[config.mk]
export PLATFORM = sky130hd
export DESIGN_NAME = ard_lane
export DESIGN_NICKNAME = d
export VERILOG_FILES = /design/src/sv/ard_lane.sv
export SDC_FILE = /design/constraint.sdc
export NUM_CORES = 1
export LEC_CHECK = 0
export ABC_CLOCK_PERIOD_IN_PS = 17700
export BUFFER_PORTS_ARGS = -buffer_cell sky130_fd_sc_hd__buf_4
export CAP_MARGIN = 20
export CORE_ASPECT_RATIO = 0.75
export CORE_UTILIZATION = 38
export CTS_BUF_LIST = sky130_fd_sc_hd__clkbuf_4 sky130_fd_sc_hd__clkbuf_8 sky130_fd_sc_hd__clkbuf_16
export DETAILED_ROUTE_END_ITERATION = 16
export GPL_TIMING_DRIVEN = 0
export PLACE_DENSITY_LB_ADDON = 0.15
export SLEW_MARGIN = 30
export SYNTH_ARGS = -nofsm -noshare
export SYNTH_HDL_FRONTEND = slang
export SYNTH_SLANG_ARGS = --single-unit
[constraint.sdc]
create_clock -name i_clk -period 17.7 [get_ports i_clk]
set_clock_uncertainty 0.15 [all_clocks]
set_input_delay 0.885 -clock i_clk [delete_from_list [all_inputs] [get_ports i_clk]]
set_output_delay 0.885 -clock i_clk [all_outputs]
set_load 0.005 [all_outputs]
[src/sv/ard_lane.sv]
// One axis lane: exponential smoothing, gravity removal and speed integration.
`default_nettype none
module ard_lane #(
    parameter int FRAC_BITS = 16
) (
    input  wire                          i_clk,
    input  wire                          i_rst_n,
    input  wire                          i_prime,
    input  wire                          i_step,
    input  wire                          i_clear,
    input  wire signed [15:0]            i_sample,
    input  wire signed [15:0]            i_grav,
    output logic signed [FRAC_BITS+31:0] o_speed
);
    localparam int SW = FRAC_BITS + 16;
    localparam int VW = FRAC_BITS + 32;
    localparam logic [FRAC_BITS-1:0] ALPHA =
        FRAC_BITS'(((64'd1 << FRAC_BITS) + 64'd5) / 64'd10);

    logic signed [SW-1:0] r_smooth;
    logic signed [VW-1:0] r_speed;
    logic signed [SW:0]   diff;
    logic signed [SW+FRAC_BITS+1:0] prod;
    logic signed [SW-1:0] n_smooth;
    logic signed [VW+1:0] sum;
    logic signed [VW-1:0] n_speed;
    logic signed [SW-1:0] sample_q;
    logic signed [SW:0]   net;

    assign sample_q = {i_sample, {FRAC_BITS{1'b0}}};
    assign diff     = (SW+1)'(sample_q) - (SW+1)'(r_smooth);
    assign prod     = (SW+FRAC_BITS+2)'(diff) * $signed({1'b0, ALPHA});
    assign n_smooth = r_smooth + SW'(prod >>> FRAC_BITS);
    assign net      = (SW+1)'(n_smooth) - (SW+1)'($signed({i_grav, {FRAC_BITS{1'b0}}}));
    assign sum      = (VW+2)'(r_speed) + (VW+2)'(net);

    // Saturate the integrated speed
    always_comb begin
        if (!sum[VW+1] && (sum[VW+1:VW-1] != 3'b000)) begin
            n_speed = {1'b0, {(VW-1){1'b1}}};
        end else if (sum[VW+1] && (sum[VW+1:VW-1] != 3'b111)) begin
            n_speed = {1'b1, {(VW-1){1'b0}}};
        end else begin
            n_speed = sum[VW-1:0];
        end
    end

    always_ff @(posedge i_clk) begin
        if (i_prime) begin
            r_smooth <= sample_q;
        end else if (i_step) begin
            r_smooth <= n_smooth;
        end
    end

    always_ff @(posedge i_clk) begin
        if (!i_rst_n || i_clear) begin
            r_speed <= '0;
        end else if (i_step) begin
            r_speed <= n_speed;
        end
    end

    assign o_speed  = r_speed;
endmodule
`default_nettype wire

==> impl_metrics.json, run 1 <==
{
  "ff_latch_area_um2": 1762,
  "gr-total-overflow": 0,
  "layout_worst_path_cycle_share_pct": 82.54,
  "layout-drive-gt1-share_pct": 6.279,
  "outcome": "finished, final reports clean",
  "synth-async-reset-ratio_pct": 0,
  "yosysSeqAreaShare_pct": 10.53,
  "required_ps": 17830,
  "cp_slowest_cell": "o311ai_1",
  "synthAdderAreaFrac_pct": 38.84,
  "synth_area_leaders": "fa_1, ha_1, inv_1",
  "synth_seq_cells": 80,
  "dp.cells": 2712,
  "synthFlopType": "dfxtp_1",
  "viasPerCell": 5.216,
  "drc": 0,
  "grt_busiest_layer": "met1",
  "die_height_um": 183.7,
  "dp_hpwl_um": 41290,
  "fp-row-count": 66,
  "synth_area_leader_cell": "fa_1",
  "clk_pin_slew_ps": 60,
  "fillerInstances": 4506,
  "grt_use_met2_pct": 30.70,
  "io_pins": 85,
  "grt.total_usage_pct": 21.83,
  "grt_pass1_wl_um": 76180,
  "hold_start": "o_speed[5]",
  "met1_usage_pct": 34.93,
  "multi_input_area_um2": 13070,
  "finalMaxSlewViolations": 0,
  "core_area_um2": 43350,
  "firstDrtPassIters": 8,
  "fin_ws_ps": 3091,
  "grtUsageMet3_pct": 3.430,
  "synth-compound-area-share_pct": 20.00,
  "r2r_slack_ps": 3090,
  "relSlewSlack_pct": 32.06,
  "drt_wl_total_um": 48180,
  "yosys-top-cells-count": "inv_1, ha_1, fa_1, a21oi_1, nor2_1",
  "setup_viol": 0,
  "place_ws_ps": 3024,
  "cts_setup_buffers": 0,
  "finalNonFillerCells": 2729,
  "synthCells": 2050,
  "synth_xor_area_share_pct": 7.226,
  "gp_congestion": 0.9596,
  "clkSinkCount": 80,
  "synth.avg_cell_area_um2": 8.159,
  "cp.arrival_ps": 14740,
  "cpPeakStageDelay_ps": 780,
  "wl_per_cell_um": 17.65,
  "clk_path_buf_depth": 2,
  "yosysMostFrequentCell": "inv_1",
  "whs_path_depth": 2,
  "synth_top_area_share_pct": 20.71,
  "grt_pass1_vias": 13703,
  "syn_to_final_growth_pct": 9.972,
  "worstSkewPairLatency_ps": 370,
  "synth_edf_count": 16,
  "post-route-util_pct": 42.43,
  "critical_path_class": "reg -> reg",
  "dr.first_iter.drc_count": 965,
  "die_w_um": 244.3,
  "whs_endpoint": "o_speed[5]",
  "ant_nets": 0,
  "die_area_um2": 44870,
  "vias": 14235,
  "cp-start-kind": "register",
  "antenna_found_initial": 0,
  "ys_warn_count": 0,
  "crit_path_end_kind": "register",
  "cp_max_fo": 10,
  "r2r_end": "o_speed[39]",
  "max_freq_mhz": 68.45,
  "final_nets": 2595,
  "min_period_ps": 14610,
  "cts_hold_buf": 0,
  "cts_tree": "done",
  "start_util_pct": 38.58,
  "hold_violations": 0,
  "synth-simple-area-share_pct": 11.41,
  "rsz0062_at_grt": "no",
  "synth_area_um2": 16730,
  "ys_types": 85,
  "muxShareOfSynthArea_pct": 0.6209,
  "cts_buffers": 9,
  "cts_root_buffer": "clkbuf_16",
  "setup-tns-final_ps": 0,
  "synth_top_family_by_area": "adder cells",
  "holdCritPathClass": "reg -> reg",
  "max-cap-violations": 0,
  "worstMarginPinSlew_ps": 1015,
  "htreeDepth": 3,
  "r2r_cells": 53,
  "reg2reg_from": "r_smooth[1]",
  "cts_resized": 0,
  "port-buffer-count": 83,
  "grt_max_degree": 17,
  "syn_nets": 2500
}
==> worst max-delay path by stage <==
stage | startpoint | to | slack [ps] | cells after the start
final | r_smooth[1] | o_speed[39] | 3090 | 53
after global routing | r_smooth[0] | o_speed[39] | 2100 | 51
after CTS | r_smooth[0] | o_speed[39] | 3340 | 50
after detailed placement | i_sample[1] | o_speed[39] | 3020 | 50
after global placement | i_sample[1] | o_speed[37] | 2160 | 50
after floorplan | i_sample[1] | o_speed[10] | 5170 | 53
==> area by class of cell <==
type,count,area share (%)
Sequential cell,80,9.578
Antenna cell,1,0.01360
Tap cell,578,3.932
Buffer,48,1.136
Inverter,451,9.203
Timing Repair Buffer,84,3.449
Clock inverter,5,0.3129
Multi-Input combinational cell,1471,71.07
Clock buffer,11,1.306
==> logic make-up after synthesis <==
| logic type | Yosys count |
|---|---|
| flip-flops | 80 |
| AND/OR/NAND/NOR | 392 |
| multiplexers | 10 |
| adder cells (fa/ha/maj) | 416 |
| XOR/XNOR | 138 |
| buffers and inverters | 499 |
| AO/OA/AOI/OAI | 515 |
==> through the flow <==
step | hold slack [ps] | area, um^2
3_3_place_gp | 335.3 | 18070
4_1_cts | 350.1 | 18390
5_1_grt | 364.6 | 18390
3_5_place_dp | 337.9 | 18090
6_report | 341.2 | 18390
2_1_floorplan | 326.8 | 16730
==> metal layers <==
layer  share of wire [%]  up-vias
met4                0.60        0
met5                   0        -
li1                    -     7052
met1                  53     6812
met3                 6.1       20
met2                  40      351
==> flip-flops by register name (all words and copies together), names as in the netlist <==
register / flops
o_speed: 48
r_smooth: 32
==> placed cells by master, fill, tap and decap left out, drive strengths merged, types with 13 or more instances in the layout <==
| cell | netlist | routed |
|---|---|---|
| a31oi | 19 | 19 |
| nor3 | 31 | 31 |
| o21bai | 18 | 18 |
| nand4 | 18 | 18 |
| and3 | 14 | 14 |
| xnor2 | 83 | 83 |
| o21ai | 111 | 111 |
| a211oi | 38 | 38 |
| ha | 240 | 240 |
| xor2 | 55 | 55 |
| edfxtp | 16 | 16 |
| nand2 | 100 | 100 |
| nand3 | 31 | 31 |
| a21oi | 166 | 166 |
| nor2b | 16 | 16 |
| nor2 | 109 | 109 |
| inv | 449 | 449 |
| fa | 173 | 173 |
| nand2b | 13 | 13 |
| clkbuf | 37 | 48 |
| buf | 11 | 95 |
| a21o | 51 | 51 |
| and2 | 24 | 24 |
| o21a | 17 | 17 |
| dfxtp | 64 | 64 |
==> critical path, delay by kind of cell, from the launching register on <==
family          cells  cell delay (ps)
compound gates     22             5370
fa+ha+maj          10             3920
buf+inv             9             1500
simple gates        8             1440
xor+xnor            3             1330
mux                 1              390
flops               1              370
Power of run 1 is left out: the tool's default activity adds up to more than one toggle a clock period on the data nets, which glitch-free logic cannot reach.
==> inputs of run 2 (changes only) <==
--- a/config.mk
+++ b/config.mk
@@ -5,7 +5,8 @@
 export SDC_FILE = /design/constraint.sdc
 export NUM_CORES = 1
 export LEC_CHECK = 0
-export ABC_CLOCK_PERIOD_IN_PS = 17700
+export ABC_AREA = 1
+export ABC_CLOCK_PERIOD_IN_PS = 14400
 export BUFFER_PORTS_ARGS = -buffer_cell sky130_fd_sc_hd__buf_4
 export CAP_MARGIN = 20
 export CORE_ASPECT_RATIO = 0.75
==> constraint.sdc (replaced) <==
create_clock -name i_clk -period 14.4 [get_ports i_clk]
set_clock_uncertainty 0.15 [all_clocks]
set_input_delay 0.72 -clock i_clk [delete_from_list [all_inputs] [get_ports i_clk]]
set_output_delay 0.72 -clock i_clk [all_outputs]
set_load 0.005 [all_outputs]
==> run 2 against run 1 <==
Synthesized cell count increased by 39%. Global-route usage increased by 4.9 points. Largest cell class unchanged. First-iteration DRC count rose by 86%. Sequential share of layout area decreased by 1.2 points. Design area is 15% higher. Worst hold slack worse by 3.7 ps. Synthesized area rose by 16%. Core utilization fell by 0.46 points. Non-clock buffer count decreased by 27. Worst setup slack lost 1700 ps. Critical endpoint is now o_speed[36]. Critical path depth is 1 lower.
==> impl_metrics.json, run 2 <==
{
  "min_period_ps": 13000,
  "fillerInstances": 5428,
  "cts_tree": "done",
  "outcome": "finished, final reports clean",
  "cp-start-kind": "register",
  "cts_root_buffer": "clkbuf_16",
  "synthFlopType": "dfxtp_1",
  "largest_register_ffs": 48,
  "yosysMostFrequentCell": "inv_1",
  "synth_seq_cells": 80,
  "hold_violations": 0,
  "synth_area_leaders": "fa_1, ha_1, inv_1",
  "synth_top_area_share_pct": 17.92,
  "clk_pin_slew_ps": 80,
  "synth-async-reset-ratio_pct": 0,
  "layout_worst_path_cycle_share_pct": 90.30,
  "crit_path_end_kind": "register",
  "gr-total-overflow": 0,
  "drt_wl_total_um": 68520,
  "die_area_um2": 51770,
  "start_util_pct": 38.50,
  "synth_area_um2": 19320,
  "yosysSeqAreaShare_pct": 9.116,
  "syn_to_final_growth_pct": 9.000,
  "worstSkewPairLatency_ps": 390,
  "port-buffer-count": 82,
  "final_common_cell": "inv_1",
  "io_pins": 85,
  "grt_pass1_vias": 17179,
  "stdcell_area_um2": 21060,
  "cpPeakStageDelay_ps": 660,
  "cp.arrival_ps": 13120,
  "die_w_um": 262.4,
  "antenna_cells": 0,
  "dr.first_iter.drc_count": 1793,
  "syn_nets": 3305,
  "final_nets": 3398,
  "finalMaxSlewViolations": 0,
  "viasPerCell": 5.083,
  "ys_types": 56,
  "max-cap-violations": 0,
  "cp_common_cell": "inv_1",
  "critical_path_class": "reg -> reg",
  "clkSinkCount": 80,
  "fp-row-count": 71,
  "core_area_um2": 50190,
  "htreeDepth": 3,
  "grt.total_usage_pct": 26.78,
  "gp_congestion": 0.9815,
  "setup-tns-final_ps": 0,
  "cp_max_fo": 15,
  "max_freq_mhz": 76.90,
  "rsz0062_at_grt": "no",
  "cp_slowest_cell": "xor2_1",
  "cts_setup_buffers": 0,
  "cts_resized": 0,
  "synth.avg_cell_area_um2": 6.769,
  "cts_buffers": 9,
  "mostFrequentLayoutCells": "inv_1, nand2_1, ha_1",
  "dpl-instance-area_um2": 20770,
  "synth_edf_count": 16,
  "layout-drive-gt1-share_pct": 8.060,
  "ant_nets": 0,
  "yosys-top-cells-count": "inv_1, nand2_1, ha_1, nor2_1, fa_1",
  "worstMarginPinSlew_ps": 999.6,
  "setup_viol": 0,
  "dp_hpwl_um": 61520,
  "synth_area_leader_cell": "fa_1",
  "wl_per_cell_um": 18.98,
  "die_height_um": 197.3,
  "drc": 0,
  "grt_pass1_wl_um": 104600,
  "required_ps": 14520,
  "clk_path_buf_depth": 2,
  "relSlewSlack_pct": 32.66,
  "ys_warn_count": 0,
  "cts_hold_buf": 0,
  "synthCells": 2855,
  "grt_max_degree": 26,
  "vias": 18350,
  "holdCritPathClass": "reg -> reg",
  "firstDrtPassIters": 6,
  "post-route-util_pct": 41.97,
  "antenna_found_initial": 1
}
==> run 2: changes by cell type in the layout (fill, tap and decap cells not counted), sizes merged, moves of 40 or more <==
| cell | before | now |
|---|---|---|
| nor2 | 109 | 232 |
| xor2 | 55 | 95 |
| xnor2 | 83 | 35 |
| nand2 | 100 | 627 |
| inv | 449 | 716 |
| nand3 | 31 | 95 |
| a21oi | 166 | 211 |
==> run 2: path summary, 6_finish.rpt <==
kind	to	start	cells past startpoint	slack, ps
hold reg to reg	o_speed[1]	o_speed[1]	2	340
hold / removal	o_speed[1]	o_speed[1]	2	340
setup reg to reg	o_speed[36]	r_smooth[0]	52	1400
setup / recovery	o_speed[36]	r_smooth[0]	52	1400
==> run 2: cell families (layout without fill, tap and decap cells) <==
| kind of cell | Yosys count | count (layout) | share of synthesized area (%) |
|---|---|---|---|
| XOR/XNOR | 130 | 130 | 6.028 |
| flip-flops | 80 | 80 | 9.116 |
| AO/OA/AOI/OAI | 445 | 445 | 13.78 |
| AND/OR/NAND/NOR | 1049 | 1049 | 22.98 |
| adder cells (fa/ha/maj) | 413 | 413 | 33.46 |
| buffers and inverters | 738 | 836 | 14.63 |
==> run 2: area by class of cell <==
| class | count | area [um^2] | share of cell area (%) |
|---|---|---|---|
| Sequential cell | 80 | 1762 | 8.364 |
| Inverter | 715 | 2684 | 12.74 |
| Clock inverter | 6 | 50.05 | 0.2376 |
| Timing Repair Buffer | 82 | 615.6 | 2.922 |
| Multi-Input combinational cell | 2037 | 14750 | 70.01 |
| Tap cell | 657 | 822.0 | 3.903 |
| Clock buffer | 10 | 239.0 | 1.135 |
| Buffer | 23 | 145.1 | 0.6890 |
==> run 2: worst max-delay path: cells and delay by family, from the launching register on <==
kind,cells,cell delay (ps)
AND/OR/NAND/NOR,20,3420
flip-flops,1,430
buffers and inverters,11,1150
AO/OA/AOI/OAI,9,2550
adder cells (fa/ha/maj),10,4290
XOR/XNOR,2,850
==> run 2: metrics by stage <==
step           hold slack (ps)  worst slack (ps)  std cells
3_5_place_dp             325.2              1232       3594
2_1_floorplan            324.7              4348       2855
5_1_grt                  374.8             798.4       3610
4_1_cts                  336.5              1295       3610
3_3_place_gp             322.6              1369       3594
6_report                 337.5              1397       3610
==> run 2: per-layer routing <==
layer / global-route usage [%] / share of wire, %
met1: 46.18 / 57
met5: 0 / 0
met2: 32.57 / 34
met3: 5.647 / 8.4
met4: 2.636 / 0.57
Power of run 2 is left out for the same reason.
==> inputs of run 3 (changes only) <==
--- a/config.mk
+++ b/config.mk
@@ -6,15 +6,14 @@
 export NUM_CORES = 1
 export LEC_CHECK = 0
 export ABC_AREA = 1
-export ABC_CLOCK_PERIOD_IN_PS = 14400
-export BUFFER_PORTS_ARGS = -buffer_cell sky130_fd_sc_hd__buf_4
 export CAP_MARGIN = 20
 export CORE_ASPECT_RATIO = 0.75
 export CORE_UTILIZATION = 38
 export CTS_BUF_LIST = sky130_fd_sc_hd__clkbuf_4 sky130_fd_sc_hd__clkbuf_8 sky130_fd_sc_hd__clkbuf_16
 export DETAILED_ROUTE_END_ITERATION = 16
+export DONT_BUFFER_PORTS = 1
 export GPL_TIMING_DRIVEN = 0
-export PLACE_DENSITY_LB_ADDON = 0.15
+export PLACE_DENSITY = 0.62
 export SLEW_MARGIN = 30
 export SYNTH_ARGS = -nofsm -noshare
 export SYNTH_HDL_FRONTEND = slang
==> run 3 against run 2 <==
Non-clock buffer count is 82 lower. Core utilization is 1.2 points lower. Largest cell class unchanged. Critical path depth up 2. Register-to-register slack improved by 320 ps. Highest routed layer unchanged. Maximum frequency up 2.5%. Flip-flop and latch count is the same.
==> impl_metrics.json, run 3 (synthesis gave the netlist of run 2 again) <==
{
  "cp_slowest_cell": "xor2_1",
  "port-buffer-count": 0,
  "layout_worst_path_cycle_share_pct": 88.06,
  "die_height_um": 197.3,
  "wl_per_cell_um": 17.42,
  "mostFrequentLayoutCells": "inv_1, nand2_1, ha_1",
  "ff_latch_area_um2": 1762,
  "required_ps": 14530,
  "die_area_um2": 51770,
  "core_area_um2": 50190,
  "final_common_cell": "inv_1",
  "hold_violations": 0,
  "cp_max_fo": 15,
  "dr.first_iter.drc_count": 1640,
  "cts_root_buffer": "clkbuf_16",
  "setup-tns-final_ps": 0,
  "io_pins": 85,
  "holdCritPathClass": "in -> reg",
  "critical_path_class": "reg -> reg",
  "grt_max_degree": 26,
  "r2r_cells": 54,
  "outcome": "finished, final reports clean",
  "clk_path_buf_depth": 2,
  "antenna_found_initial": 2,
  "cp.arrival_ps": 12810,
  "syn_to_final_growth_pct": 5.957,
  "cts_resized": 0,
  "grt_pass1_wl_um": 94100,
  "grtUsageMet3_pct": 6.495,
  "antenna_cells": 0,
  "whs_path_depth": 2,
  "multi_input_area_um2": 14740,
  "die_w_um": 262.4,
  "viasPerCell": 4.996,
  "cts_buffers": 9,
  "max_freq_mhz": 78.86,
  "min_period_ps": 12680,
  "clk_pin_slew_ps": 70,
  "start_util_pct": 38.50,
  "clkSinkCount": 80,
  "hold_start": "i_sample[15]",
  "gp_congestion": 0.9939,
  "crit_path_end_kind": "register",
  "relSlewSlack_pct": 29.18,
  "htreeDepth": 3,
  "worstMarginPinSlew_ps": 1053,
  "rsz0062_at_grt": "no",
  "drc": 0,
  "cts_tree": "done",
  "layout-drive-gt1-share_pct": 5.399,
  "worstSkewPairLatency_ps": 390,
  "fillerInstances": 5369,
  "cpPeakStageDelay_ps": 670,
  "finalMaxSlewViolations": 0,
  "gr-total-overflow": 0,
  "cp_common_cell": "inv_1",
  "grt_use_met2_pct": 30.59,
  "firstDrtPassIters": 7,
  "max-cap-violations": 0,
  "dp_hpwl_um": 54750,
  "drt_wl_total_um": 61450,
  "reg2reg_from": "r_smooth[0]",
  "met1_usage_pct": 38.85,
  "cts_setup_buffers": 0,
  "crit_path_start": "r_smooth[0]",
  "grt_busiest_layer": "met1",
  "cts_hold_buf": 0,
  "cp-start-kind": "register",
  "fp-row-count": 71,
  "grt_pass1_vias": 15926,
  "largest_register_ffs": 48,
  "grt.total_usage_pct": 23.79,
  "setup_viol": 0,
  "vias": 17627,
  "final_nets": 3316,
  "r2r_slack_ps": 1720,
  "ant_nets": 0
}
-- run 3: cell types whose count changed in the layout (fill, tap and decap cells not counted) --
cell	before	now
buf_4	85	3
bufinv_16	0	1
clkbuf_16	9	10
clkbuf_8	1	0
clkinvlp_4	2	1
nor4_1	5	6
nor4_2	1	0
-- run 3: critical path: cells and delay by family, from the launching register on --
| family | cells | cell delay, ps |
|---|---|---|
| fa+ha+maj | 10 | 4430 |
| simple gates | 23 | 3700 |
| compound gates | 7 | 1850 |
| buf+inv | 12 | 1080 |
| xor+xnor | 2 | 840 |
| flops | 1 | 440 |
-- run 3: final timing paths --
kind	end
max	o_speed[20]
min	r_smooth[31]
max reg2reg	o_speed[20]
min reg2reg	o_speed[1]
-- run 3: layout make-up --
| class | count | area share [%] |
|---|---|---|
| Multi-Input combinational cell | 2037 | 71.99 |
| Buffer | 23 | 0.7088 |
| Clock inverter | 6 | 0.3544 |
| Tap cell | 657 | 4.015 |
| Sequential cell | 80 | 8.604 |
| Inverter | 715 | 13.11 |
| Clock buffer | 10 | 1.222 |
-- run 3: metal layers --
metal | share of wire, % | vias up | wire length (um)
li1 | - | 8915 | -
met1 | 53 | 8134 | 32850
met2 | 36 | 558 | 22290
met3 | 9.8 | 20 | 6004
met4 | 0.49 | 0 | 299
met5 | 0 | - | 0
-- run 3: per-stage QoR --
step                      area (um^2)  setup WS, ps  hold slack (ps)  utilization, %  std cells
final                           20480          1720            371.0           40.80       3528
after detailed placement        20150          1744            392.9           40.15       3512
after floorplan                 19320          4348            324.7               -       2855
after CTS                       20470          1688            355.2           40.79       3528
after global placement          20150          1809            391.5           40.14       3512
after global routing            20480          1083            365.4           40.80       3528
Power of run 3 is left out for the same reason.
